===== src/design/cmvm_pkg.sv =====
package cmvm_pkg;

    localparam int MAX_COLS   = 256;
    localparam int ADDR_W     = $clog2(MAX_COLS);
    localparam int COL_W      = ADDR_W + 1;
    localparam int ROW_W      = 16;
    localparam int DATA_W     = 16;
    localparam int CFG_DATA_W = 16;
    localparam int CFG_IDX_W  = 1;
    localparam int QUEUE_DEPTH = 4;
    localparam int QPTR_W     = $clog2(QUEUE_DEPTH);

    typedef enum logic
    {
        OP_LOAD   = 1'b0,
        OP_MATRIX = 1'b1
    } op_t;

    typedef enum logic [CFG_IDX_W-1:0]
    {
        CFG_COL_COUNT = 1'b0,
        CFG_ROW_COUNT = 1'b1
    } cfg_index_t;

    typedef struct packed
    {
        op_t               op;
        logic [DATA_W-1:0] elem_real;
        logic [DATA_W-1:0] elem_imag;
        logic [ADDR_W-1:0] addr;
        logic              row_end;
        logic [ROW_W-1:0]  row_index;
        logic              last_row;
    } queue_entry_t;

endpackage


===== src/design/cmvm_queue.sv =====
module cmvm_queue
    import cmvm_pkg::*;
(
    input  logic         clk,
    input  logic         rst_n,
    input  logic         push,
    input  queue_entry_t push_entry,
    output logic         full,
    input  logic         pop,
    output queue_entry_t pop_entry,
    output logic         empty
);

    queue_entry_t        entries [QUEUE_DEPTH];
    logic [QPTR_W-1:0]   wr_ptr_reg;
    logic [QPTR_W-1:0]   rd_ptr_reg;
    logic [QPTR_W:0]     count_reg;

    assign full      = count_reg == (QPTR_W+1)'(QUEUE_DEPTH);
    assign empty     = count_reg == '0;
    assign pop_entry = entries[rd_ptr_reg];

    always_ff @(posedge clk)
    begin
        if (push)
            entries[wr_ptr_reg] <= push_entry;
    end

    always_ff @(posedge clk or negedge rst_n)
    begin
        if (!rst_n)
        begin
            wr_ptr_reg <= '0;
            rd_ptr_reg <= '0;
            count_reg  <= '0;
        end
        else
        begin
            if (push)
                wr_ptr_reg <= wr_ptr_reg + QPTR_W'(1);
            if (pop)
                rd_ptr_reg <= rd_ptr_reg + QPTR_W'(1);
            unique case ({push, pop})
                2'b10:   count_reg <= count_reg + (QPTR_W+1)'(1);
                2'b01:   count_reg <= count_reg - (QPTR_W+1)'(1);
                default: count_reg <= count_reg;
            endcase
        end
    end

endmodule


===== config.mk =====
export PLATFORM = sky130hd
export DESIGN_NAME = cmvm_queue
export DESIGN_NICKNAME = d
export VERILOG_FILES = /design/src/design/cmvm_pkg.sv /design/src/design/cmvm_queue.sv
export SDC_FILE = /design/constraint.sdc
export NUM_CORES = 1
export LEC_CHECK = 0
export ABC_AREA = 1
export BUFFER_PORTS_ARGS = -buffer_cell sky130_fd_sc_hd__buf_2
export CAP_MARGIN = 20
export CELL_PAD_IN_SITES_DETAIL_PLACEMENT = 0
export CELL_PAD_IN_SITES_GLOBAL_PLACEMENT = 1
export CORE_MARGIN = 2
export CORE_UTILIZATION = 51
export DETAILED_ROUTE_END_ITERATION = 10
export PLACE_DENSITY = 0.95
export REMOVE_ABC_BUFFERS = 1
export SLEW_MARGIN = 15
export SYNTH_ARGS = -nofsm -noshare
export SYNTH_HDL_FRONTEND = slang
export SYNTH_SLANG_ARGS = --single-unit
export TNS_END_PERCENT = 20

===== constraint.sdc =====
create_clock -name clk -period 6.7 [get_ports clk]
set_clock_uncertainty 0.1 [all_clocks]
set_input_delay 1.34 -clock clk [delete_from_list [all_inputs] [get_ports clk]]
set_output_delay 1.34 -clock clk [all_outputs]
set_load 0.005 [all_outputs]

### Word level (Yosys, flattened, before mapping)

Memories as Yosys holds them, arrays and structs flattened.
Index checks and enable logic that the tools add are counted.

| operators by class | value |
|---|---|
| add/subtract/negate cells | 4 |
| eq/ne operators | 3 |
| multiplexer cells | 3 |
| reductions and logical operators | 2 |

Operator list:

| kind | count |
|---|---|
| 3-bit one-hot mux with 2 select lines | 1 |
| 2-bit by 1-bit adder with 2-bit output (second input constant) | 2 |
| 3-bit by 1-bit adder with 3-bit output (second input constant) | 1 |
| 3-bit == test (second input constant) | 1 |
| 3-bit zero test | 1 |
| 3-bit by 1-bit subtractor with 3-bit output (second input constant) | 1 |
| 2-bit by 1-bit == test with 1-bit output (second input constant) | 1 |
| 2-bit == test (second input constant) | 1 |
| 1-bit 2-to-1 mux | 2 |
| 2-bit nonzero test | 1 |

| storage, ports and cells | value |
|---|---|
| flip-flop bits (word level) | 7 |
| RAM bits | 236 |
| input bits | 63 |
| output and inout port bits | 61 |
| memories | 1 |

Memory list:

| memory | words | bits a word | read ports | clocked after memory_dff | wr ports | RTL line | source |
|---|---|---|---|---|---|---|---|
| entries | 4 | 59 | 1 | 0 | 1 | cmvm_queue.sv:14 | `queue_entry_t entries [QUEUE_DEPTH];` |

### Depth between registers and ports, before layout

Gate-level depths: netlist of the first run.

| depth | value |
|---|---|
| word-level depth | 2 |
| depth in mapped cells | 10 |
| gate-level depth less buffers | 9 |

### Worst setup path after synthesis of the first run

No wires, ideal clock.

| timing path | value |
|---|---|
| path type | input-to-reg |
| start point | input push |
| end point | memory entries[3][0] in the netlist's numbering, enable pin |
| setup time | 0.413 ns |
| arrival | 2.800 ns |
| data required time | 6.187 ns |
| setup slack | 3.386 ns |
| cell stages on the path | 3 |
| cells stage by stage | clkbuf_1 -> nand2_1 -> inv_1 |

| between the ends | value |
|---|---|
| longest elaborated chain between the ends | 2 |

Ends and longest elaborated chain:

| element | RTL line | source |
|---|---|---|
| start: declaration | cmvm_queue.sv:6 | `input logic push,` |
| 1-bit 2-to-1 mux | cmvm_queue.sv:25 | `if (push)` |
| 1-bit 2-to-1 mux (not written as such) | cmvm_queue.sv:26 | `entries[wr_ptr_reg] <= push_entry;` |
| end: declaration | cmvm_queue.sv:14 |  |

No other way between the ends.

==> Flow_metrics.wiki, run 1 <==
{| class="wikitable"
! Metric !! Value
|-
| Core area || 18700 um2
|-
| Vias per cell || 5.06
|-
| Synth Warn # || 0
|-
| Number of max-cap violations || 0
|-
| Final critical delay including setup and external delays || between 4000 and 5000 ps
|-
| Number of iterations in the first detailed-routing pass || 4
|-
| Tightest Pin Transition || 925 ps
|-
| Count of unique library cells instantiated by Yosys || 17
|-
| Minimum setup slack after placement || 3040 ps
|-
| Number of violations reported at the end of detailed-routing iteration 0 || about 320
|-
| Category of the worst setup path capture point || output pin
|-
| Initial core utilization || 51.9%
|-
| Die Height || 142 um
|-
| Number of enable-type register cells in the synthesized netlist || approximately 240
|-
| Synthesized netlist cell count || 737
|-
| Ys async rst share || under 10%
|-
| Top cells by count, synth || 236 x edfxtp_1, 188 x nand2_1, 131 x inv_1, 118 x o211ai_1, 31 x buf_2
|-
| Remaining routing DRC violations || 0
|-
| Placed cell area || 10500 um2
|-
| Fmax || 0.240 GHz
|-
| Number of global-route vias before repair || 5287
|-
| Setup Total Neg Slack || 0 ps
|-
| Type of the worst setup path || reg -> out
|-
| Post-synthesis sequential element count || 243
|-
| Setup crit start || rd_ptr_reg[0]
|-
| Top-count cell post-synth || edfxtp_1
|-
| Startpoint kind of the worst setup timing path || flop
|-
| Worst Min Path Start || count_reg[2]
|-
| Non-filler cells, final || around 1100
|-
| Number of vias after detailed routing || between 5000 and 6000
|-
| Maximum buffer depth of the clock tree || 3
|-
| Relative slew slack || 38.4%
|-
| Number of standard-cell rows in the floorplan || 50
|-
| Last weighted congestion value of the routability-driven placer || 0.712
|-
| Top_reg_cell synth || edfxtp_1
|-
| Clk sinks || 243
|-
| Final std cell area, no fill || 11200 um2
|-
| Port bufs || 123
|-
| Final-report max-slew violation count || 0
|-
| Overall Global Routing Usage || 17.0%
|-
| Pin count of the biggest net entering global routing || 97
|-
| Number of setup violations in the final report || 0
|-
| Worst min-delay path category || reg -> reg
|-
| Worst vdd rail ir drop || 0.353 mV
|-
| Number of primary I/O pins || 124
|-
| Root buf cell || clkbuf_16
|-
| Wire length of the first global-routing pass || about 27 mm
|-
| Layout cell share with drive strength beyond 1 || 19.4%
|-
| CTS tree || yes
|-
| Cell types occupying the most area after synthesis || edfxtp_1 73%, o211ai_1 9.1%, nand2_1 7.3%, inv_1 5.1%, dfrtp_1 1.8%
|-
| Unrepaired setup endpoints after global routing || false
|-
| Largest fanout on the critical path || 96
|-
| Number of buffers created by CTS || 25
|-
| Overall power after layout || 0.00480 W
|-
| Routed WL per cell || between 15 and 20 um
|-
| Post-CTS setup buffer count || 0
|-
| Crit path setup slack, layout || between 2000 and 3000 ps
|-
| Share of synthesized area occupied by flip-flops and latches || 74.8%
|-
| Number of placed cells counting well taps || 1062
|-
| Max FFs per register || 236
|-
| Die footprint || 20100 um2
|-
| Cts repair resizes || 0
|-
| Average size of a mapped cell || 13.2 um2
|-
| Global-route congestion overflow total || 0
|-
| H-Tree Depth || 1
|-
| Period utilization || 62.1%
|-
| Arrival time at the worst endpoint || between 2000 and 3000 ps
|-
| Final Routed Wirelength || 17.2 mm
|-
| Leading area contributor after synthesis || edfxtp_1
|-
| Portion of synthesized cell area occupied by the leading cell type || between 70 and 80%
|-
| Critical register-to-register path startpoint || wr_ptr_reg[0]
|-
| NumNets Final || 924
|-
| Clock network latency to the later pin of the worst-skew pair || 500 ps
|-
| Power density of the placed cells || approximately 430 nW/um2
|-
| Total standard cell area after synthesis || 9710 um2
|-
| CP required || 5260 ps
|-
| Die span in x || 142 um
|-
| Number of buffers inserted for hold repair after clock tree synthesis || 0
|-
| Number of nets still failing antenna checks after routing || 0
|-
| Leak || 4.54 nW
|-
| Final HPWL DP || ~9.7 mm
|-
| Run status || finished, final reports clean
|-
| Area growth syn-to-layout || 15.5%
|-
| Final hold viol count || 0
|-
| Clock-pin slew reported for the worst setup and hold paths after clock tree synthesis || 50 ps
|-
| Number of antenna violations at the first check in global routing || 3
|}
-- where the power goes --
part / internal, W / switching, W
combinational: 0.000514 / 0.000880
sequential: 0.00199 / 0.000146
clock: 0.000755 / 0.000510
-- cell type report --
cell class              count  area, um2
well taps                 234        293
clock buffers              32        652
repair buffers            131        676
flip-flops and latches    243       7270
inverters                 132        495
multi-input cells         322       1740
clock inverters             7       86.3
fillers                  1406       7490
diodes                      2       5.00
-- logic make-up after synthesis --
logic type / share of synthesized area (%)
AND/OR/NAND/NOR: 7.49
XOR/XNOR: 0.361
flip-flops: 74.8
AO/OA/AOI/OAI: 9.23
buffers and inverters: 7.25
adder cells (fa/ha/maj): 0.851
-- worst paths after layout --
kind	end	slack [ps]	cells after the start
worst max-delay path	pop_entry[0]	2540	5
worst min-delay path	count_reg[2]	400	2
worst max register to register	entries[2][11]	4630	5
worst min register to register	count_reg[2]	400	2
max in group asynchronous	rd_ptr_reg[0]	5760	1
min in group asynchronous	count_reg[0]	560	1
-- cell usage in the layout, fill, tap and decap left out, types with 2 or more instances in the layout --
| cell | synthesis | layout |
|---|---|---|
| buf_2 | 31 | 123 |
| buf_4 | 5 | 8 |
| bufinv_16 | 0 | 2 |
| clkbuf_1 | 4 | 7 |
| clkbuf_16 | 0 | 25 |
| clkinv_1 | 0 | 2 |
| clkinv_2 | 0 | 2 |
| dfrtp_1 | 7 | 5 |
| diode_2 | 0 | 2 |
| edfxtp_1 | 236 | 236 |
| ha_1 | 5 | 5 |
| inv_1 | 131 | 127 |
| inv_2 | 1 | 5 |
| nand2_1 | 188 | 188 |
| nor3_1 | 2 | 2 |
| o211ai_1 | 118 | 118 |
| o21ai_0 | 2 | 2 |
| xor2_1 | 3 | 3 |
-- worst max-delay path, stage by stage, from the launching register on --
cell and delay (ps):
dfrtp_4 1010, buf_4 690, nand2_1 140, o211ai_1 120, nand2_1 90, buf_2 130
-- stage by stage --
step | hold slack, ps | util (%)
after floorplan | 363 | -
after global placement | 379 | 56.0
after detailed placement | 392 | 56.0
after CTS | 403 | 59.9
after global routing | 424 | 59.9
final | 402 | 60.0
-- routing by layer --
| metal | GRT usage (%) | vias to the layer above | wire length [um] |
|---|---|---|---|
| met5 | 0 | - | 11 |
| met4 | 5.11 | 2 | 400 |
| met3 | 3.30 | 34 | 1070 |
| met2 | 28.7 | 137 | 8510 |
| met1 | 22.8 | 2622 | 7210 |
| li1 | - | 2786 | - |
No activity file was read; power rests on OpenSTA's default activity.
==> inputs of run 2 (changes only) <==
--- a/config.mk
+++ b/config.mk
@@ -5,15 +5,15 @@
 export SDC_FILE = /design/constraint.sdc
 export NUM_CORES = 1
 export LEC_CHECK = 0
-export ABC_AREA = 1
+export ABC_AREA = 0
 export BUFFER_PORTS_ARGS = -buffer_cell sky130_fd_sc_hd__buf_2
 export CAP_MARGIN = 20
 export CELL_PAD_IN_SITES_DETAIL_PLACEMENT = 0
 export CELL_PAD_IN_SITES_GLOBAL_PLACEMENT = 1
 export CORE_MARGIN = 2
-export CORE_UTILIZATION = 51
+export CORE_UTILIZATION = 45
 export DETAILED_ROUTE_END_ITERATION = 10
-export PLACE_DENSITY = 0.95
+export PLACE_DENSITY = 0.86
 export REMOVE_ABC_BUFFERS = 1
 export SLEW_MARGIN = 15
 export SYNTH_ARGS = -nofsm -noshare
==> constraint.sdc (replaced) <==
create_clock -name clk -period 3.8 [get_ports clk]
set_clock_uncertainty 0.1 [all_clocks]
set_input_delay 0.76 -clock clk [delete_from_list [all_inputs] [get_ports clk]]
set_output_delay 0.76 -clock clk [all_outputs]
set_load 0.005 [all_outputs]
==> run 2 against run 1 <==
- wire length down 9.9%
- via count down 29%
- register-to-register slack got worse by 2800 ps
- synthesized cell count down 53%
- first-iteration DRC count decreased by 40%
- sequential share of layout area grew 3.6 points
- hold slack got worse by 29 ps
- worst setup slack got worse by 1800 ps
- largest cell class unchanged
- critical path depth is 2 lower
- die area up 4.7%
==> Flow_metrics.wiki, run 2 <==
{| class="wikitable"
! Metric !! Value
|-
| Pin count of the biggest net entering global routing || 60 (-38%)
|-
| Number of max-cap violations || 0 (unchanged)
|-
| Cts repair resizes || 0 (unchanged)
|-
| Number of violations reported at the end of detailed-routing iteration 0 || 189 (-40%)
|-
| Startpoint kind of the worst setup timing path || flop
|-
| Worst Min Path Start || push_entry[46]
|-
| Post-CTS setup buffer count || 0 (unchanged)
|-
| Portion of synthesized cell area occupied by the leading cell type || 78.9% (+5.9 points)
|-
| Power density of the placed cells || 761 nW/um2 (+78%)
|-
| Slowest library cell on the worst path || mux4_2
|-
| Worst min-delay path category || in -> reg
|-
| NumNets Final || 555 (-40%)
|-
| Setup crit start || rd_ptr_reg[0]
|-
| Share of the core filled with cells in the final layout || 54.4% (-5.6 points)
|-
| Post-synthesis sequential element count || 243 (unchanged)
|-
| Cell types occupying the most area after synthesis || edfxtp_1 79%, mux4_2 15%, dfrtp_1 2.0%, buf_12 1.3%, ha_1 0.70%
|-
| Largest fanout on the critical path || 19 (-80%)
|-
| Number of nets still failing antenna checks after routing || 0 (unchanged)
|-
| Core area || 19500 um2 (+4.4%)
|-
| Tightest Pin Transition || 932 ps (+7.70 ps)
|-
| Clk sinks || 243 (unchanged)
|-
| Synth Warn # || 0 (unchanged)
|-
| Last weighted congestion value of the routability-driven placer || 0.707 (-0.69%)
|-
| Relative slew slack || 37.8% (-0.51 points)
|-
| Period utilization || around four fifths
|-
| Critical register-to-register path startpoint || wr_ptr_reg[0]
|-
| Number of iterations in the first detailed-routing pass || 4 (unchanged)
|-
| Ys async rst share || 2.88% (unchanged)
|-
| Share of synthesized area occupied by flip-flops and latches || 80.9% (+6.1 points)
|-
| Overall power after layout || 0.00808 W (+68%)
|-
| Wire length of the first global-routing pass || 23.8 mm (-12%)
|-
| Final HPWL DP || 8.90 mm (-8.0%)
|-
| Top_reg_cell synth || edfxtp_1
|-
| Clock-pin slew reported for the worst setup and hold paths after clock tree synthesis || 60 ps (about the same)
|-
| Routed WL per cell || 20.2 um (+29%)
|-
| Root buf cell || clkbuf_16
|-
| Final-report max-slew violation count || 0 (unchanged)
|-
| Non-filler cells, final || 769 (-30%)
|-
| Leak || 3.67 nW (-19%)
|-
| Number of global-route vias before repair || 4381 (-17%)
|-
| Minimum setup slack after placement || 1210 ps (-1840 ps)
|-
| Number of standard-cell rows in the floorplan || 51 (+2.0%)
|-
| Number of primary I/O pins || 124 (unchanged)
|-
| Number of vias after detailed routing || 3959 (-29%)
|-
| Number of setup violations in the final report || 0 (unchanged)
|-
| Final critical delay including setup and external delays || just over 3000 ps
|-
| Largest stage delay on the critical path || 580 ps (-430 ps)
|-
| Number of enable-type register cells in the synthesized netlist || 236 (unchanged)
|-
| Average size of a mapped cell || 25.9 um2 (+97%)
|-
| Cell type group with the largest total delay on the critical path || multiplexers
|-
| H-Tree Depth || 1 (unchanged)
|-
| Area growth syn-to-layout || 18.3%
|-
| Setup Total Neg Slack || 0 ps (unchanged)
|-
| Max FFs per register || 236 (unchanged)
|-
| Unrepaired setup endpoints after global routing || false
|-
| Initial core utilization || 46.0% (-5.9 points)
|-
| Final hold viol count || 0 (unchanged)
|-
| Maximum buffer depth of the clock tree || 3 (unchanged)
|-
| Most common cell after layout, fill and taps aside || edfxtp_1
|-
| CTS tree || yes
|-
| Overall Global Routing Usage || 14.4% (-2.7 points)
|-
| Top cells by count, synth || 236 x edfxtp_1, 58 x mux4_2, 7 x dfrtp_1
|-
| Final Routed Wirelength || 15.5 mm (-9.9%)
|-
| Total standard cell area after synthesis || 8980 um2 (-7.5%)
|-
| Run status || finished, final reports clean
|-
| Critical path cell sequence || buf_4 > mux4_2 > buf_2
|-
| Crit path setup slack, layout || 741 ps (-1800 ps)
|-
| Global-route congestion overflow total || 0 (unchanged)
|-
| Die Height || 145 um (+2.3%)
|-
| Fmax || between 0.3 and 0.4 GHz
|-
| CP required || 2940 ps (-2320 ps)
|-
| Number of placed cells counting well taps || 724 (-32%)
|-
| Top library cells by usage in the layout, fill and taps aside || 236 x edfxtp_1, 123 x buf_2, 58 x mux4_2, 25 x clkbuf_16, 7 x clkinv_2
|-
| Remaining routing DRC violations || 0 (unchanged)
|-
| Count of unique library cells instantiated by Yosys || 19 (+2)
|-
| Total buffers and inverters traversed by the critical path || 2 (unchanged)
|-
| Layout cell share with drive strength beyond 1 || 45.1% (+26 points)
|-
| Leading area contributor after synthesis || edfxtp_1
|-
| Top-count cell post-synth || edfxtp_1
|-
| Die span in x || 145 um (+2.3%)
|-
| Number of buffers created by CTS || 24 (-4.0%)
|-
| Synthesized netlist cell count || 346 (-53%)
|-
| Number of antenna violations at the first check in global routing || 2 (-1)
|-
| Port bufs || 123 (unchanged)
|-
| Arrival time at the worst endpoint || 2200 ps (-520 ps)
|-
| Worst vdd rail ir drop || 0.422 mV (+20%)
|-
| Vias per cell || 5.15 (+1.7%)
|-
| Clock network latency to the later pin of the worst-skew pair || 500 ps (about the same)
|-
| Die footprint || 21100 um2 (+4.7%)
|-
| Category of the worst setup path capture point || output pin
|-
| Type of the worst setup path || reg -> out
|}
[run 2: report_power, final]
part | internal (W) | total, W | leakage (nW) | switching, W
sequential | 0.00352 | 0.00367 | 2.25 | 0.000151
combinational | 0.00103 | 0.00206 | 1.02 | 0.00103
clock | 0.00142 | 0.00235 | 0.394 | 0.000923
[run 2: stage by stage]
| stage | hold slack [ps] | instance area, um2 |
|---|---|---|
| after floorplan | 357 | 8810 |
| after global placement | 371 | 9820 |
| after detailed placement | 389 | 9820 |
| after CTS | 356 | 10600 |
| after global routing | 349 | 10600 |
| final | 373 | 10600 |
[run 2: timing repair]
item,4_1_cts,5_1_grt
hold endpoints to repair,7,0
setup endpoints to repair,0,0
hold buffers,1,0
[run 2: path summary, 6_finish.rpt]
path                             endpoint  slack (ps)  depth (start not counted)
min reg2reg                  count_reg[2]         400                          1
max                         pop_entry[13]         740                          3
min in group asynchronous    count_reg[0]         540                          2
min                        entries[1][46]         370                          1
max in group asynchronous   rd_ptr_reg[0]        2860                          2
max reg2reg                entries[2][53]        1830                          3
[run 2: routing by layer]
metal | up-vias | share of wire [%] | GRT usage, %
li1 | 1752 | - | -
met1 | 2045 | 41 | 18.4
met2 | 133 | 51 | 24.8
met3 | 27 | 6.3 | 3.74
met4 | 2 | 1.8 | 3.43
met5 | - | 0.084 | 0
[run 2: cell type report]
type | count | area, um2
Multi-Input combinational cell | 83 | 1540
Sequential cell | 243 | 7270
Tap cell | 265 | 332
Fill cell | 1518 | 8900
Inverter | 6 | 22.5
Timing Repair Buffer | 128 | 668
Clock inverter | 11 | 129
Antenna cell | 1 | 2.50
Clock buffer | 32 | 662
[run 2: logic make-up after synthesis]
group	synth area share, %
flops	80.9
simple gates	0.571
compound gates	0.111
xor+xnor	0.585
buf+inv	2.09
mux	14.8
fa+ha+maj	0.920
