**config.mk**
```make
export PLATFORM = sky130hd
export DESIGN_NAME = cmvm_front
export DESIGN_NICKNAME = d
export VERILOG_FILES = /design/src/design/cmvm_pkg.sv /design/src/design/cmvm_front.sv
export SDC_FILE = /design/constraint.sdc
export NUM_CORES = 1
export LEC_CHECK = 0
export ABC_AREA = 1
export BUFFER_PORTS_ARGS = -buffer_cell sky130_fd_sc_hd__buf_2
export CAP_MARGIN = 20
export CORE_MARGIN = 2
export CORE_UTILIZATION = 30
export CTS_CLUSTER_DIAMETER = 40
export CTS_CLUSTER_SIZE = 20
export DETAILED_ROUTE_END_ITERATION = 10
export SLEW_MARGIN = 10
export SYNTH_ARGS = -nofsm -noshare
export SYNTH_HDL_FRONTEND = slang
export SYNTH_SLANG_ARGS = --single-unit
export TNS_END_PERCENT = 30
```
**constraint.sdc**
```tcl
create_clock -name clk -period 6.74 [get_ports clk]
set_input_delay 1.348 -clock clk [delete_from_list [all_inputs] [get_ports clk]]
set_output_delay 1.348 -clock clk [all_outputs]
set_load 0.005 [all_outputs]
```
**src/design/cmvm_pkg.sv**
```systemverilog
package cmvm_pkg;

    localparam int MAX_COLS   = 256;
    localparam int ADDR_W     = $clog2(MAX_COLS);
    localparam int COL_W      = ADDR_W + 1;
    localparam int ROW_W      = 16;
    localparam int DATA_W     = 16;
    localparam int CFG_DATA_W = 16;
    localparam int CFG_IDX_W  = 1;
    localparam int QUEUE_DEPTH = 4;
    localparam int QPTR_W     = $clog2(QUEUE_DEPTH);

    typedef enum logic
    {
        OP_LOAD   = 1'b0,
        OP_MATRIX = 1'b1
    } op_t;

    typedef enum logic [CFG_IDX_W-1:0]
    {
        CFG_COL_COUNT = 1'b0,
        CFG_ROW_COUNT = 1'b1
    } cfg_index_t;

    typedef struct packed
    {
        op_t               op;
        logic [DATA_W-1:0] elem_real;
        logic [DATA_W-1:0] elem_imag;
        logic [ADDR_W-1:0] addr;
        logic              row_end;
        logic [ROW_W-1:0]  row_index;
        logic              last_row;
    } queue_entry_t;

endpackage

```
**src/design/cmvm_front.sv**
```systemverilog
module cmvm_front
    import cmvm_pkg::*;
(
    input  logic                  clk,
    input  logic                  rst_n,
    input  logic                  in_valid,
    output logic                  in_stall,
    input  logic [0:0]            op,
    input  logic [DATA_W-1:0]     elem_real,
    input  logic [DATA_W-1:0]     elem_imag,
    input  logic                  cfg_we,
    input  logic [CFG_IDX_W-1:0]  cfg_index,
    input  logic [CFG_DATA_W-1:0] cfg_data,
    input  logic                  queue_full,
    output logic                  push,
    output queue_entry_t          push_entry
);

    logic [COL_W-1:0]  col_count_reg;
    logic [ROW_W-1:0]  row_count_reg;
    logic [ADDR_W-1:0] load_ptr_reg;
    logic [ADDR_W-1:0] col_ptr_reg;
    logic [ROW_W-1:0]  row_ctr_reg;

    logic [COL_W-1:0]  cols_eff;
    logic [ROW_W-1:0]  rows_eff;
    logic              load_wrap;
    logic              col_end;
    logic              last;
    op_t               op_in;

    assign op_in    = op_t'(op[0]);
    assign in_stall = queue_full;
    assign push     = in_valid && !queue_full;

    always_comb
    begin
        priority if (col_count_reg == '0)
            cols_eff = COL_W'(1);
        else if (col_count_reg > COL_W'(MAX_COLS))
            cols_eff = COL_W'(MAX_COLS);
        else
            cols_eff = col_count_reg;
        rows_eff  = (row_count_reg == '0) ? ROW_W'(1) : row_count_reg;
        load_wrap = ({1'b0, load_ptr_reg} + COL_W'(1)) >= cols_eff;
        col_end   = ({1'b0, col_ptr_reg} + COL_W'(1)) >= cols_eff;
        last      = ({1'b0, row_ctr_reg} + (ROW_W+1)'(1)) >= {1'b0, rows_eff};
    end

    always_comb
    begin
        push_entry.op        = op_in;
        push_entry.elem_real = elem_real;
        push_entry.elem_imag = elem_imag;
        push_entry.addr      = (op_in == OP_MATRIX) ? col_ptr_reg : load_ptr_reg;
        push_entry.row_end   = (op_in == OP_MATRIX) && col_end;
        push_entry.row_index = row_ctr_reg;
        push_entry.last_row  = last;
    end

    always_ff @(posedge clk or negedge rst_n)
    begin
        if (!rst_n)
        begin
            col_count_reg <= COL_W'(16);
            row_count_reg <= ROW_W'(16);
        end
        else if (cfg_we)
        begin
            unique case (cfg_index_t'(cfg_index))
                CFG_COL_COUNT: col_count_reg <= cfg_data[COL_W-1:0];
                CFG_ROW_COUNT: row_count_reg <= cfg_data[ROW_W-1:0];
                default: ;
            endcase
        end
    end

    always_ff @(posedge clk or negedge rst_n)
    begin
        if (!rst_n)
        begin
            load_ptr_reg <= '0;
            col_ptr_reg  <= '0;
            row_ctr_reg  <= '0;
        end
        else if (push)
        begin
            if (op_in == OP_LOAD)
            begin
                load_ptr_reg <= load_wrap ? '0 : load_ptr_reg + ADDR_W'(1);
            end
            else if (col_end)
            begin
                col_ptr_reg <= '0;
                row_ctr_reg <= last ? '0 : row_ctr_reg + ROW_W'(1);
            end
            else
            begin
                col_ptr_reg <= col_ptr_reg + ADDR_W'(1);
            end
        end
    end

endmodule

```
======== Word-level counts from Yosys, hierarchy flattened ========
Index checks and enable logic that the tools add are counted.
storage, ports and cells
  flip-flop bits (word level) ............. 57
  latch bits .............................. 0
  bits in writable memories ............... 0
  ROM bits ................................ 0
  input port bits ......................... 55
  output and inout port bits .............. 61
  logic and storage cells ................. 34
  memories ................................ 0
cells by class
  add/sub/neg operators ................... 6
  multipliers ............................. 0
  divide/modulo/power cells ............... 0
  order comparisons ....................... 4
  equal/unequal tests ..................... 0
  shift operators ......................... 0
  multiplexer cells ....................... 7
  bitwise operators ....................... 2
  reductions and logical operators ........ 10
operators with widths
  kind                     count
  $mux W16                 2
  $mux W8                  3
  $add A8 B1 Y9 const B    2
  $ge A9 B9 Y1             2
  $mux W9                  2
  $add A16 B1 Y17 const B  1
  $ge A17 B16 Y1           1
  $add A16 B1 Y16 const B  1
  $add A8 B1 Y8 const B    2
  $logic_not A16 Y1        1
  $gt A9 B9 Y1 const B     1
  $logic_not A9 Y1         1
  $reduce_and A2 Y1        4
  $reduce_and A3 Y1        1
  $logic_and A1 B1 Y1      2
  $not A1 Y1               2
  $logic_not A1 Y1         1

======== Depth between registers and ports, before layout ========
Gate-level depths: netlist (run 1).
  depth in word-level cells ............... 5
  mapped depth ............................ 19
  depth with buffers taken out ............ 18

======== Worst setup path after synthesis (run 1) ========
Ideal clock, no wire load.
  path kind ............................... flip-flop to output port
  from .................................... register row_ctr_reg[0]
  to ...................................... output port push_entry[0] (netlist bit)
  arrival time ............................ 2,394 ps
  setup slack ............................. 2,998 ps
  stages on the path, launching flop included .. 20
  cells stage by stage .................... dfrtp_1 ha_1 nand2_2 nor2_4 nand3_2 nor3_2 xor2_1 ha_1 nand2_1 nand2_1 nand2_1 nand2_1 nand2_1 nand2_1 nor2_2 nand2_2 nor2_4 buf_6 inv_2 buf_4
on the way
  word-level cells in the longest chain between the ends .. 2
RTL lines
  item                    RTL line          RTL
  start, declared         cmvm_front.sv:23  logic [ROW_W-1:0] row_ctr_reg;
  start signal, assigned  cmvm_front.sv:95  row_ctr_reg <= last ? '0 : row_ctr_reg + ROW_W'(1);
  $add A16 B1 Y17         cmvm_front.sv:47  last = ({1'b0, row_ctr_reg} + (ROW_W+1)'(1)) >= {1'b0, rows_eff};
  $ge A17 B16 Y1          cmvm_front.sv:47
  end, declared           cmvm_front.sv:16  output queue_entry_t push_entry
Every way passes these cells.

==> run summary, run 1 <==
Outcome
• finished, final reports clean — outcome

Logic synthesis
• 0 — count of flip-flops with a built-in enable after synthesis
• sky130_fd_sc_hd__dfrtp_1 — Most used DFF post-synth
• 562 — number of standard cells after synthesis
• 0 — yosys warns
• 148 x sky130_fd_sc_hd__nand2_1, 70 x sky130_fd_sc_hd__inv_1, 55 x sky130_fd_sc_hd__dfrtp_1 — top cells by instance count after synthesis
• 4320 um2 — post-synthesis instance area
• 57 — Yosys reg bits
• 39 — number of distinct library cell variants in the gate-level netlist after synthesis
• 654 — net count of the mapped netlist
• 0.331 — portion of the post-synthesis area used by sequential elements
• sky130_fd_sc_hd__dfrtp_1 — Yosys top cell by area
• sky130_fd_sc_hd__dfrtp_1 32%, sky130_fd_sc_hd__nand2_1 13%, sky130_fd_sc_hd__ha_1 11%, sky130_fd_sc_hd__buf_4 6.3%, sky130_fd_sc_hd__inv_1 6.1% — Area contributors post-synth
• sky130_fd_sc_hd__nand2_1 — dominant cell by count in the synthesized netlist
• 1.00 — proportion of register bits with asynchronous set or reset after synthesis
• 7.68 um2 — Avg Synthesized Cell Area
• 0.319 — area share of the leading cell type in the synthesized netlist

Timing
• 0.397 — remaining max-slew budget at the tightest pin
• 0.648 — period utilisation layout
• 0 — total of endpoints with negative setup slack in the final report
• 2380 ps — final worst-path setup slack
• false — setup repair after global routing missed its margin
• 902 ps — transition time at the pin with the least slew margin
• 0 ps — final total negative setup slack
• 0 — Fin. Hold Viols
• 6.80 ps — Fin Clk Skew
• 229 MHz — Fmax achieved
• 4360 ps — fin crit period
• 0 — Slew Limit Fails

Finish
• 669 — Post-layout nets
• 0.184 — layout cells sized above 1
• 4750 um2 — area of all placed cells without fillers
• 1,477 — fill cell count
• 0 — antenna diode instance count
• 10.1% — Layout area overhead

Clocking
• built — TritonCTS clock tree
• sky130_fd_sc_hd__clkbuf_16 — master cell of the clock root buffer
• 50 ps — Clock transition at path regs
• 3 — CTS H-tree lvls
• 0 — number of buffers added for setup after CTS
• 0 — quantity of hold-fixing buffers added after cts
• 330 ps — insertion delay to the later sink of the worst-skew pair
• 57 — clock sink count
• 9 — number of buffers created by CTS
• 2 — maximum root-to-sink buffer count
• 0 — post-cts repair resize count

Drt
• 4.52 — via count normalized by instance count
• 0 — Post-DRT Antenna Nets
• 3,447 — via count
• 12.5 um — DR WL/cell
• 0 — remaining routing DRC violations
• 9530 um — final wirelength
• 154 — number of design-rule violations left by the first detailed-router iteration
• 5 — number of optimization iterations in the first detailed-route pass

Critical path
• register — type of element launching the critical path
• sky130_fd_sc_hd__dfrtp_1 — crit path max-delay cell type
• 3020 ps — arrival time reported for the critical path endpoint
• 5390 ps — critical path data required time
• register to primary output — category of the critical setup timing path
• 17 — worst-path fanout max
• primary output — critical path endpoint category
• simple AND/OR/NAND/NOR gates — Top Family by Delay on Critical Path
• 440 ps — max incr delay on CP
• 2 — buffers plus inverters on the worst setup path
• ha_1 > nand2_2 > nor2_4 > nand3_2 > nor2_1 > xor2_1 > ha_1 > nand2_1 > nor3_1 > and2_1 > nand2_1 > nand2_2 > nor2_4 > inv_2 > buf_2 — cells traversed along the worst timing path

Place
• 7250 um — sum of net half-perimeters after detailed placement
• 0.806 — Placer Congestion
• 51 — number of buffer cells added on primary ports
• 2740 ps — pre-CTS worst setup slack
• 4460 um2 — Placed Area

Floorplanning
• 0.309 — Initial Util
• 124 um — horizontal extent of the die
• 15,400 um2 — overall die area
• 14,000 um2 — core footprint
• 43 — Std-Cell Rows
• 116 — IO Count
• 124 um — die extent in y

Power
• 294 nW/um2 — total power divided by cell area
• 0.327 — clock share of power
• 0.341 — share of total power in combinational logic
• 0.371 — switch share
• 0.000114 V — worst vdd ir
• 0.519 mW — net switching power
• 1.40 mW — Final Total Pwr
• 0.332 — Flop pwr share
• 0.880 mW — Int Pwr
• 2.52 nW — leakage power

Global routing
• 0 — antenna violations before repair
• 0 — aggregate global routing overflow
• 3,186 — number of global-route vias before repair
• 58 — largest net degree at the start of global routing
• 15,700 um — global-route wire length before repair
• 0.132 — Global Route Usage Sum

Worst hold path
• register to register — type of the worst min-delay path

Flow run
• 0 — max-capacitance violation count

-- routing by layer --
layer / part of all wire / routed length, um / track usage / up-vias
li1: - / - / - / 1793
met1: 0.52 / 4940 / 0.193 / 1566
met2: 0.43 / 4090 / 0.191 / 66
met3: 0.032 / 301 / 0.0160 / 22
met4: 0.021 / 204 / 0.0639 / 0
met5: 0 / 0 / 0 / -
-- placed cells by master, fill, tap and decap left out, types with 2 or more instances in the layout --
cell / instances
sky130_fd_sc_hd__nand3_2: 11
sky130_fd_sc_hd__clkinv_2: 2
sky130_fd_sc_hd__and2_1: 2
sky130_fd_sc_hd__nand4_1: 12
sky130_fd_sc_hd__clkbuf_16: 9
sky130_fd_sc_hd__nand2_1: 148
sky130_fd_sc_hd__nand2_2: 3
sky130_fd_sc_hd__clkinvlp_4: 2
sky130_fd_sc_hd__nor2_1: 36
sky130_fd_sc_hd__nand3_1: 21
sky130_fd_sc_hd__nor3_2: 2
sky130_fd_sc_hd__a21o_1: 2
sky130_fd_sc_hd__nand3b_1: 3
sky130_fd_sc_hd__o22ai_1: 9
sky130_fd_sc_hd__o21ai_0: 33
sky130_fd_sc_hd__inv_1: 70
sky130_fd_sc_hd__a21oi_1: 18
sky130_fd_sc_hd__buf_2: 51
sky130_fd_sc_hd__nor3_1: 3
sky130_fd_sc_hd__inv_2: 5
sky130_fd_sc_hd__dfstp_2: 2
sky130_fd_sc_hd__dfrtp_1: 55
sky130_fd_sc_hd__xnor2_1: 3
sky130_fd_sc_hd__ha_1: 37
sky130_fd_sc_hd__xor2_1: 17
sky130_fd_sc_hd__nor2_4: 5
sky130_fd_sc_hd__nor2_2: 7
-- worst reg2reg max path, stage by stage, from the launching register on --
cell and delay (ps):
sky130_fd_sc_hd__dfrtp_1 440, sky130_fd_sc_hd__ha_1 230, sky130_fd_sc_hd__nand2_2 80, sky130_fd_sc_hd__nor2_4 130
sky130_fd_sc_hd__nand3_2 130, sky130_fd_sc_hd__nor2_1 130, sky130_fd_sc_hd__xor2_1 250, sky130_fd_sc_hd__ha_1 290
sky130_fd_sc_hd__nand2_1 100, sky130_fd_sc_hd__nor3_1 60, sky130_fd_sc_hd__and2_1 130, sky130_fd_sc_hd__nand2_1 70
sky130_fd_sc_hd__nand2_2 60, sky130_fd_sc_hd__nor2_4 400, sky130_fd_sc_hd__nand3_1 170, sky130_fd_sc_hd__nand2_1 90
-- path summary, 6_finish.rpt --
check	from	to	slack, ps	depth (start not counted)
setup / recovery	row_ctr_reg[0]$_DFFE_PN0P_	push_entry[0]	2380	15
hold / removal	row_count_reg[1]$_DFFE_PN0P_	row_count_reg[1]$_DFFE_PN0P_	490	2
setup reg to reg	row_ctr_reg[0]$_DFFE_PN0P_	row_ctr_reg[8]$_DFFE_PN0P_	3900	15
hold reg to reg	row_count_reg[1]$_DFFE_PN0P_	row_count_reg[1]$_DFFE_PN0P_	490	2
max in group asynchronous	rst_n	row_count_reg[13]$_DFFE_PN0P_	5060	2
min in group asynchronous	rst_n	row_count_reg[12]$_DFFE_PN0P_	1160	2
-- power groups by stage --
stage | sequential (mW) | combinational [mW] | clock (mW)
final | 0.465 | 0.477 | 0.457
after global routing | 0.474 | 0.560 | 0.479
after CTS | 0.465 | 0.483 | 0.465
after detailed placement | 0.470 | 0.481 | 0
after global placement | 0.469 | 0.473 | 0
after floorplan | 0.452 | 0.372 | 0
-- through the flow --
step	util	hold slack, ps	std cells
finish	0.340	487	762
global route	0.340	515	762
CTS	0.340	489	762
detailed placement	0.319	475	746
global placement	0.319	468	746
floorplan	-	453	562
-- cell type report --
type	instances	area, um2	share of cell area
clock buffer	11	243	0.0511
clock inverter	5	55.1	0.0116
inverter	76	293	0.0616
multi-input combinational	381	2250	0.472
sequential	57	1430	0.301
tap	180	225	0.0474
timing repair buffer	52	263	0.0553
-- kinds of logic (layout without fill, tap and decap cells) --
kind of cell / count (synthesis) / in the layout / synth area share
flip-flops: 57 / 57 / 0.331
buffers and inverters: 124 / 144 / 0.149
AND/OR/NAND/NOR: 257 / 257 / 0.283
adder cells (fa/ha/maj): 37 / 37 / 0.107
AO/OA/AOI/OAI: 66 / 66 / 0.0852
XOR/XNOR: 21 / 21 / 0.0443
Note: power is estimated with default switching activity, not from simulation.
==> run 2, diff against run 1 <==
Clock period 6.74 ns to 4.35 ns, I/O delays scaled along.
==> run 2 against run 1 <==
Effect of this change: wire length rose by 1.3%; non-clock buffer count grew 1; final cell count grew 0.13%.
==> run summary, run 2 (synthesized netlist as in run 1, its figures left out) <==
Outcome
• finished, final reports clean — outcome

Critical path
• 2720 ps — arrival time reported for the critical path endpoint, -300 ps
• register to primary output — category of the critical setup timing path
• row_ctr_reg[0]$_DFFE_PN0P_ — Reg2Reg Launch Point
• 16 — length in cells of the worst reg-to-reg path, +1
• register — type of element launching the critical path
• sky130_fd_sc_hd__dfrtp_1 — crit path max-delay cell type
• simple AND/OR/NAND/NOR gates — Top Family by Delay on Critical Path
• 2 — buffers plus inverters on the worst setup path, unchanged
• primary output — critical path endpoint category
• 6 — worst-path fanout max, -11
• 1610 ps — flop2flop setup slack, -2290 ps
• 440 ps — max incr delay on CP, about the same
• 3480 ps — critical path data required time, -1910 ps
• row_ctr_reg[9]$_DFFE_PN0P_ — reg-to-reg critical path endpoint
• ha_1 > nand2_2 > nor2_4 > nand3_2 > nor2_1 > xor2_1 > ha_1 > a21o_1 > nor2_1 > nand2_1 > nand2_1 > nand2_2 > nor2_4 > inv_2 > buf_2 — cells traversed along the worst timing path

Timing
• 0 ps — final total negative setup slack, unchanged
• 0 — Fin. Hold Viols, unchanged
• 6.38 ps — Fin Clk Skew, -0.421 ps
• 3590 ps — fin crit period
• 0 — Slew Limit Fails, unchanged
• 898 ps — transition time at the pin with the least slew margin, -4.50 ps
• false — setup repair after global routing missed its margin
• 0.400 — remaining max-slew budget at the tightest pin, +0.00301
• 279 MHz — Fmax achieved
• 0.825 — period utilisation layout
• 0 — total of endpoints with negative setup slack in the final report, unchanged
• 761 ps — final worst-path setup slack, -1610 ps

Drt
• 0 — Post-DRT Antenna Nets, unchanged
• 0 — remaining routing DRC violations, unchanged
• 12.7 um — DR WL/cell, +1.2%
• 4 — number of optimization iterations in the first detailed-route pass, -1
• 9660 um — final wirelength, +1.3%
• 3,449 — via count, +0.058%
• 256 — number of design-rule violations left by the first detailed-router iteration, +66%
• 4.52 — via count normalized by instance count, about the same

Global routing
• 0.135 — Global Route Usage Sum, +0.00376
• 0 — antenna violations before repair, unchanged
• 0 — aggregate global routing overflow, unchanged
• 33 — largest net degree at the start of global routing, -43%
• 16,200 um — global-route wire length before repair, +3.2%
• 3,382 — number of global-route vias before repair, +6.2%

Floorplanning
• 14,000 um2 — core footprint, unchanged
• 124 um — horizontal extent of the die, unchanged
• 116 — IO Count, unchanged
• 0.309 — Initial Util, unchanged
• 15,400 um2 — overall die area, unchanged
• 124 um — die extent in y, unchanged
• 43 — Std-Cell Rows, unchanged

Power
• 467 nW/um2 — total power divided by cell area, +59%
• 0.349 — clock share of power, +0.022
• 0.000182 V — worst vdd ir, +60%
• 0.358 — switch share, -0.0127
• 0.323 — Flop pwr share, -0.009
• 1.44 mW — Int Pwr, +63%
• 0.329 — share of total power in combinational logic, -0.012
• 2.24 mW — Final Total Pwr, +60%
• 2.55 nW — leakage power, +0.96%
• 0.801 mW — net switching power, +54%

Worst hold path
• 2 — hold depth, unchanged
• register to register — type of the worst min-delay path
• row_count_reg[8]$_DFFE_PN0P_ — hold worst-path end
• row_count_reg[8]$_DFFE_PN0P_ — hold path start

Clocking
• built — TritonCTS clock tree
• 50 ps — Clock transition at path regs, about the same
• 0 — number of buffers added for setup after CTS, unchanged
• 0 — post-cts repair resize count, unchanged
• 3 — CTS H-tree lvls, unchanged
• 330 ps — insertion delay to the later sink of the worst-skew pair, about the same
• 0 — quantity of hold-fixing buffers added after cts, unchanged
• 57 — clock sink count, unchanged
• 2 — maximum root-to-sink buffer count, unchanged
• sky130_fd_sc_hd__clkbuf_16 — master cell of the clock root buffer
• 9 — number of buffers created by CTS, unchanged

Finish
• 0.187 — layout cells sized above 1, +0.00312
• 763 — final non-filler cell total, +0.13%
• 148 x sky130_fd_sc_hd__nand2_1, 70 x sky130_fd_sc_hd__inv_1, 55 x sky130_fd_sc_hd__dfrtp_1, 51 x sky130_fd_sc_hd__buf_2, 37 x sky130_fd_sc_hd__ha_1 — commonest cells after routing, fill and taps aside
• 0 — antenna diode instance count, unchanged
• sky130_fd_sc_hd__nand2_1 — most common cell after layout, fill and taps aside
• 1,501 — fill cell count, +1.6%
• 0.343 — Final Core Density, +0.00286
• 670 — Post-layout nets, +0.15%
• 11.0% — Layout area overhead

Place
• 51 — number of buffer cells added on primary ports, unchanged
• 747 — post-placement cell count, +0.13%
• 7300 um — sum of net half-perimeters after detailed placement, +0.67%
• 0.840 — Placer Congestion, +4.2%
• 1140 ps — pre-CTS worst setup slack, -1600 ps

Flow run
• 0 — max-capacitance violation count, unchanged

==> run 2: power groups by stage <==
stage,Combinational [mW],Clock [mW],Sequential [mW]
floorplan,0.576,0,0.701
global route,0.867,0.822,0.736
CTS,0.745,0.795,0.721
detailed placement,0.741,0,0.729
global placement,0.739,0,0.726
finish,0.735,0.780,0.722
==> run 2: per-layer routing <==
layer	part of all wire	wire length [um]	track usage
met5	0	0	0
met4	0.020	190	0.0597
met3	0.034	333	0.0211
met2	0.44	4210	0.203
met1	0.51	4920	0.192
==> run 2: area by class of cell <==
class                      instances  area (um2)  share of cell area
clock buffer                      11         253              0.0527
tap                              180         225              0.0470
sequential                        57        1430               0.298
multi-input combinational        381        2250               0.469
clock inverter                     5        77.6              0.0162
inverter                          76         293              0.0611
timing repair buffer              53         270              0.0564
==> run 2: how the worst max path moves through the flow <==
stage | startpoint | end | slack (ps) | cells after the start
after floorplan | row_ctr_reg[0]$_DFFE_PN0P_ | push_entry[0] | 1090 | 19
after global placement | row_ctr_reg[0]$_DFFE_PN0P_ | push_entry[0] | 1180 | 15
after detailed placement | row_ctr_reg[0]$_DFFE_PN0P_ | push_entry[0] | 1140 | 15
after CTS | row_ctr_reg[0]$_DFFE_PN0P_ | push_entry[0] | 740 | 15
after global routing | row_ctr_reg[0]$_DFFE_PN0P_ | push_entry[0] | 530 | 15
final | row_ctr_reg[0]$_DFFE_PN0P_ | push_entry[0] | 760 | 15
==> run 2: stage by stage <==
step | hold slack, ps | instance area [um2]
floorplan | 453 | 4320
global placement | 467 | 4460
detailed placement | 474 | 4460
CTS | 488 | 4790
global route | 506 | 4790
finish | 486 | 4790
==> run 2: worst register-to-register path, stage by stage (launching register included) <==
cell and delay, ps:
sky130_fd_sc_hd__dfrtp_1 440, sky130_fd_sc_hd__ha_1 230, sky130_fd_sc_hd__nand2_2 80, sky130_fd_sc_hd__nor2_4 140
sky130_fd_sc_hd__nand3_2 120, sky130_fd_sc_hd__nor2_1 150, sky130_fd_sc_hd__xor2_1 250, sky130_fd_sc_hd__ha_1 300
sky130_fd_sc_hd__a21o_1 160, sky130_fd_sc_hd__nor2_1 90, sky130_fd_sc_hd__nand2_1 50, sky130_fd_sc_hd__nand2_1 70
sky130_fd_sc_hd__nand2_2 70, sky130_fd_sc_hd__nor2_4 100, sky130_fd_sc_hd__buf_4 250, sky130_fd_sc_hd__nand3_1 120
sky130_fd_sc_hd__nand2_1 70
==> run 3, diff against run 2 <==
Clock period 4.35 ns to 3.75 ns, I/O delays scaled along.
==> run 3 against run 2 <==
Effect of this change: via count increased by 0.17%; worst setup slack got worse by 450 ps; final cell count increased by 0.13%; register-to-register slack got worse by 590 ps; non-clock buffer count increased by 1; critical path depth increased by 3.
==> run summary, run 3 (synthesized netlist as in run 1, its figures left out) <==
Timing
• 0 — Fin. Hold Viols, unchanged
• false — setup repair after global routing missed its margin
• 310 ps — final worst-path setup slack, -452 ps
• 0 ps — final total negative setup slack, unchanged
• 882 ps — transition time at the pin with the least slew margin, -15.6 ps
• 0.917 — period utilisation layout
• 291 MHz — Fmax achieved
• 8.00 ps — Fin Clk Skew, +1.62 ps
• 0.410 — remaining max-slew budget at the tightest pin, +0.0104
• 3440 ps — fin crit period
• 0 — total of endpoints with negative setup slack in the final report, unchanged
• 0 — Slew Limit Fails, unchanged

Worst hold path
• input pin to asynchronous set/reset pin — type of the worst min-delay path

Critical path
• simple AND/OR/NAND/NOR gates — Top Family by Delay on Critical Path
• 440 ps — max incr delay on CP, about the same
• ha_1 > nand2_2 > nor2_4 > nand3_2 > nor3_2 > xor2_1 > ha_1 > nand2_1 > nand2_1 > nand2_1 > nand2_1 > nand2_1 > nand2_1 > nor2_2 > nand2_2 > nor2_4 > inv_2 > buf_2 — cells traversed along the worst timing path
• sky130_fd_sc_hd__nand2_1 — most numerous cell on the critical path
• row_ctr_reg[0]$_DFFE_PN0P_ — Reg2Reg Launch Point
• primary output — critical path endpoint category
• 18 — critical path depth in cells, +3
• 19 — length in cells of the worst reg-to-reg path, +3
• register — type of element launching the critical path
• 6 — worst-path fanout max, unchanged
• 2690 ps — arrival time reported for the critical path endpoint, -30 ps
• push_entry[0] — Worst Setup EP
• row_ctr_reg[0]$_DFFE_PN0P_ — origin of the worst setup path
• row_ctr_reg[8]$_DFFE_PN0P_ — reg-to-reg critical path endpoint
• 2 — buffers plus inverters on the worst setup path, unchanged
• sky130_fd_sc_hd__dfrtp_1 — crit path max-delay cell type
• 3000 ps — critical path data required time, -480 ps
• register to primary output — category of the critical setup timing path
• 1020 ps — flop2flop setup slack, -590 ps

Floorplanning
• 43 — Std-Cell Rows, unchanged
• 116 — IO Count, unchanged
• 15,400 um2 — overall die area, unchanged
• 14,000 um2 — core footprint, unchanged
• 0.309 — Initial Util, unchanged
• 124 um — horizontal extent of the die, unchanged
• 124 um — die extent in y, unchanged

Finish
• 11.0% — Layout area overhead, about the same
• 0.187 — layout cells sized above 1, -0.000320
• sky130_fd_sc_hd__nand2_1 — most common cell after layout, fill and taps aside
• 4790 um2 — area of all placed cells without fillers, about the same
• 0 — antenna diode instance count, unchanged
• 0.343 — Final Core Density, about the same
• 148 x sky130_fd_sc_hd__nand2_1, 70 x sky130_fd_sc_hd__inv_1, 55 x sky130_fd_sc_hd__dfrtp_1, 51 x sky130_fd_sc_hd__buf_2, 37 x sky130_fd_sc_hd__ha_1 — commonest cells after routing, fill and taps aside
• 671 — Post-layout nets, +0.15%

Global routing
• 33 — largest net degree at the start of global routing, unchanged
• 3,302 — number of global-route vias before repair, -2.4%
• 0 — antenna violations before repair, unchanged
• 0.135 — Global Route Usage Sum, about the same
• 16,200 um — global-route wire length before repair, about the same
• 0 — aggregate global routing overflow, unchanged

Power
• 0.929 mW — net switching power, +16%
• 0.333 — share of total power in combinational logic, +0.004
• 540 nW/um2 — total power divided by cell area, +16%
• 0.323 — Flop pwr share, about the same
• 2.59 mW — Final Total Pwr, +16%
• 1.66 mW — Int Pwr, +15%
• 0.359 — switch share, +0.000834
• 0.344 — clock share of power, -0.005
• 2.55 nW — leakage power, +0.12%
• 0.000190 V — worst vdd ir, +4.0%

Drt
• 4.52 — via count normalized by instance count, about the same
• 4 — number of optimization iterations in the first detailed-route pass, unchanged
• 377 um — met3 wire length, +13%
• 12.5 um — DR WL/cell, -1.5%
• 4870 um — Met1 Routed Length, -1.2%
• 3,455 — via count, +0.17%
• 167 — number of design-rule violations left by the first detailed-router iteration, -35%
• 9520 um — final wirelength, -1.4%
• met4 — top layer reached by signal wires
• 0 — remaining routing DRC violations, unchanged
• 0 — Post-DRT Antenna Nets, unchanged
• 4080 um — total length of routed met2 wires, -3.0%

Outcome
• finished, final reports clean — outcome

Clocking
• 330 ps — insertion delay to the later sink of the worst-skew pair, about the same
• 0 — quantity of hold-fixing buffers added after cts, unchanged
• 50 ps — Clock transition at path regs, about the same
• 0 — number of buffers added for setup after CTS, unchanged
• 9 — number of buffers created by CTS, unchanged
• 3 — CTS H-tree lvls, unchanged
• built — TritonCTS clock tree
• 0 — post-cts repair resize count, unchanged
• sky130_fd_sc_hd__clkbuf_16 — master cell of the clock root buffer
• 2 — maximum root-to-sink buffer count, unchanged
• 57 — clock sink count, unchanged

Flow run
• 0 — max-capacitance violation count, unchanged

Place
• 0.866 — Placer Congestion, +3.1%
• 51 — number of buffer cells added on primary ports, unchanged
• 4470 um2 — Placed Area, +0.17%
• 7290 um — sum of net half-perimeters after detailed placement, -0.22%
• 654 ps — pre-CTS worst setup slack, -482 ps

## run 3: cell types whose count changed in the layout (fill, tap and decap cells not counted), sizes merged
| cell | before | now |
|---|---|---|
| buf | 53 | 54 |
| clkinvlp | 1 | 0 |
| clkinv | 2 | 3 |
## run 3: routing by layer
layer / vias up / track usage
met2: 71 / 0.195
met3: 19 / 0.0211
li1: 1800 / -
met5: - / 0
met1: 1565 / 0.196
met4: 0 / 0.0660
## run 3: final cells by class
type / instances / area [um2]
multi-input cells: 381 / 2250
fillers: 1469 / 9200
flip-flops and latches: 57 / 1430
inverters: 76 / 293
well taps: 180 / 225
clock buffers: 11 / 243
clock inverters: 5 / 78.8
repair buffers: 54 / 278
## run 3: how the worst min path moves through the flow
stage                                       from                            end  slack, ps  depth (start not counted)
detailed placement  row_count_reg[8]$_DFFE_PN0P_   row_count_reg[8]$_DFFE_PN0P_        470                          2
finish                                     rst_n    row_ctr_reg[13]$_DFFE_PN0P_        470                          1
CTS                                        rst_n  row_count_reg[12]$_DFFE_PN0P_        480                          1
global placement    row_count_reg[8]$_DFFE_PN0P_   row_count_reg[8]$_DFFE_PN0P_        470                          2
floorplan                                  rst_n   col_count_reg[0]$_DFFE_PN0P_        450                          0
global route                               rst_n   col_count_reg[2]$_DFFE_PN0P_        500                          1
## run 3: power groups by stage
| stage | Clock [mW] | Combinational (mW) | Sequential (mW) |
|---|---|---|---|
| finish | 0.890 | 0.862 | 0.835 |
| global route | 0.942 | 1.01 | 0.854 |
| CTS | 0.908 | 0.871 | 0.836 |
| detailed placement | 0 | 0.865 | 0.845 |
| global placement | 0 | 0.859 | 0.845 |
| floorplan | 0 | 0.668 | 0.813 |
## run 3: metrics by stage
step | std cells | hold WS, ps
finish | 764 | 469
floorplan | 562 | 453
global placement | 748 | 466
global route | 764 | 503
detailed placement | 748 | 472
CTS | 764 | 479
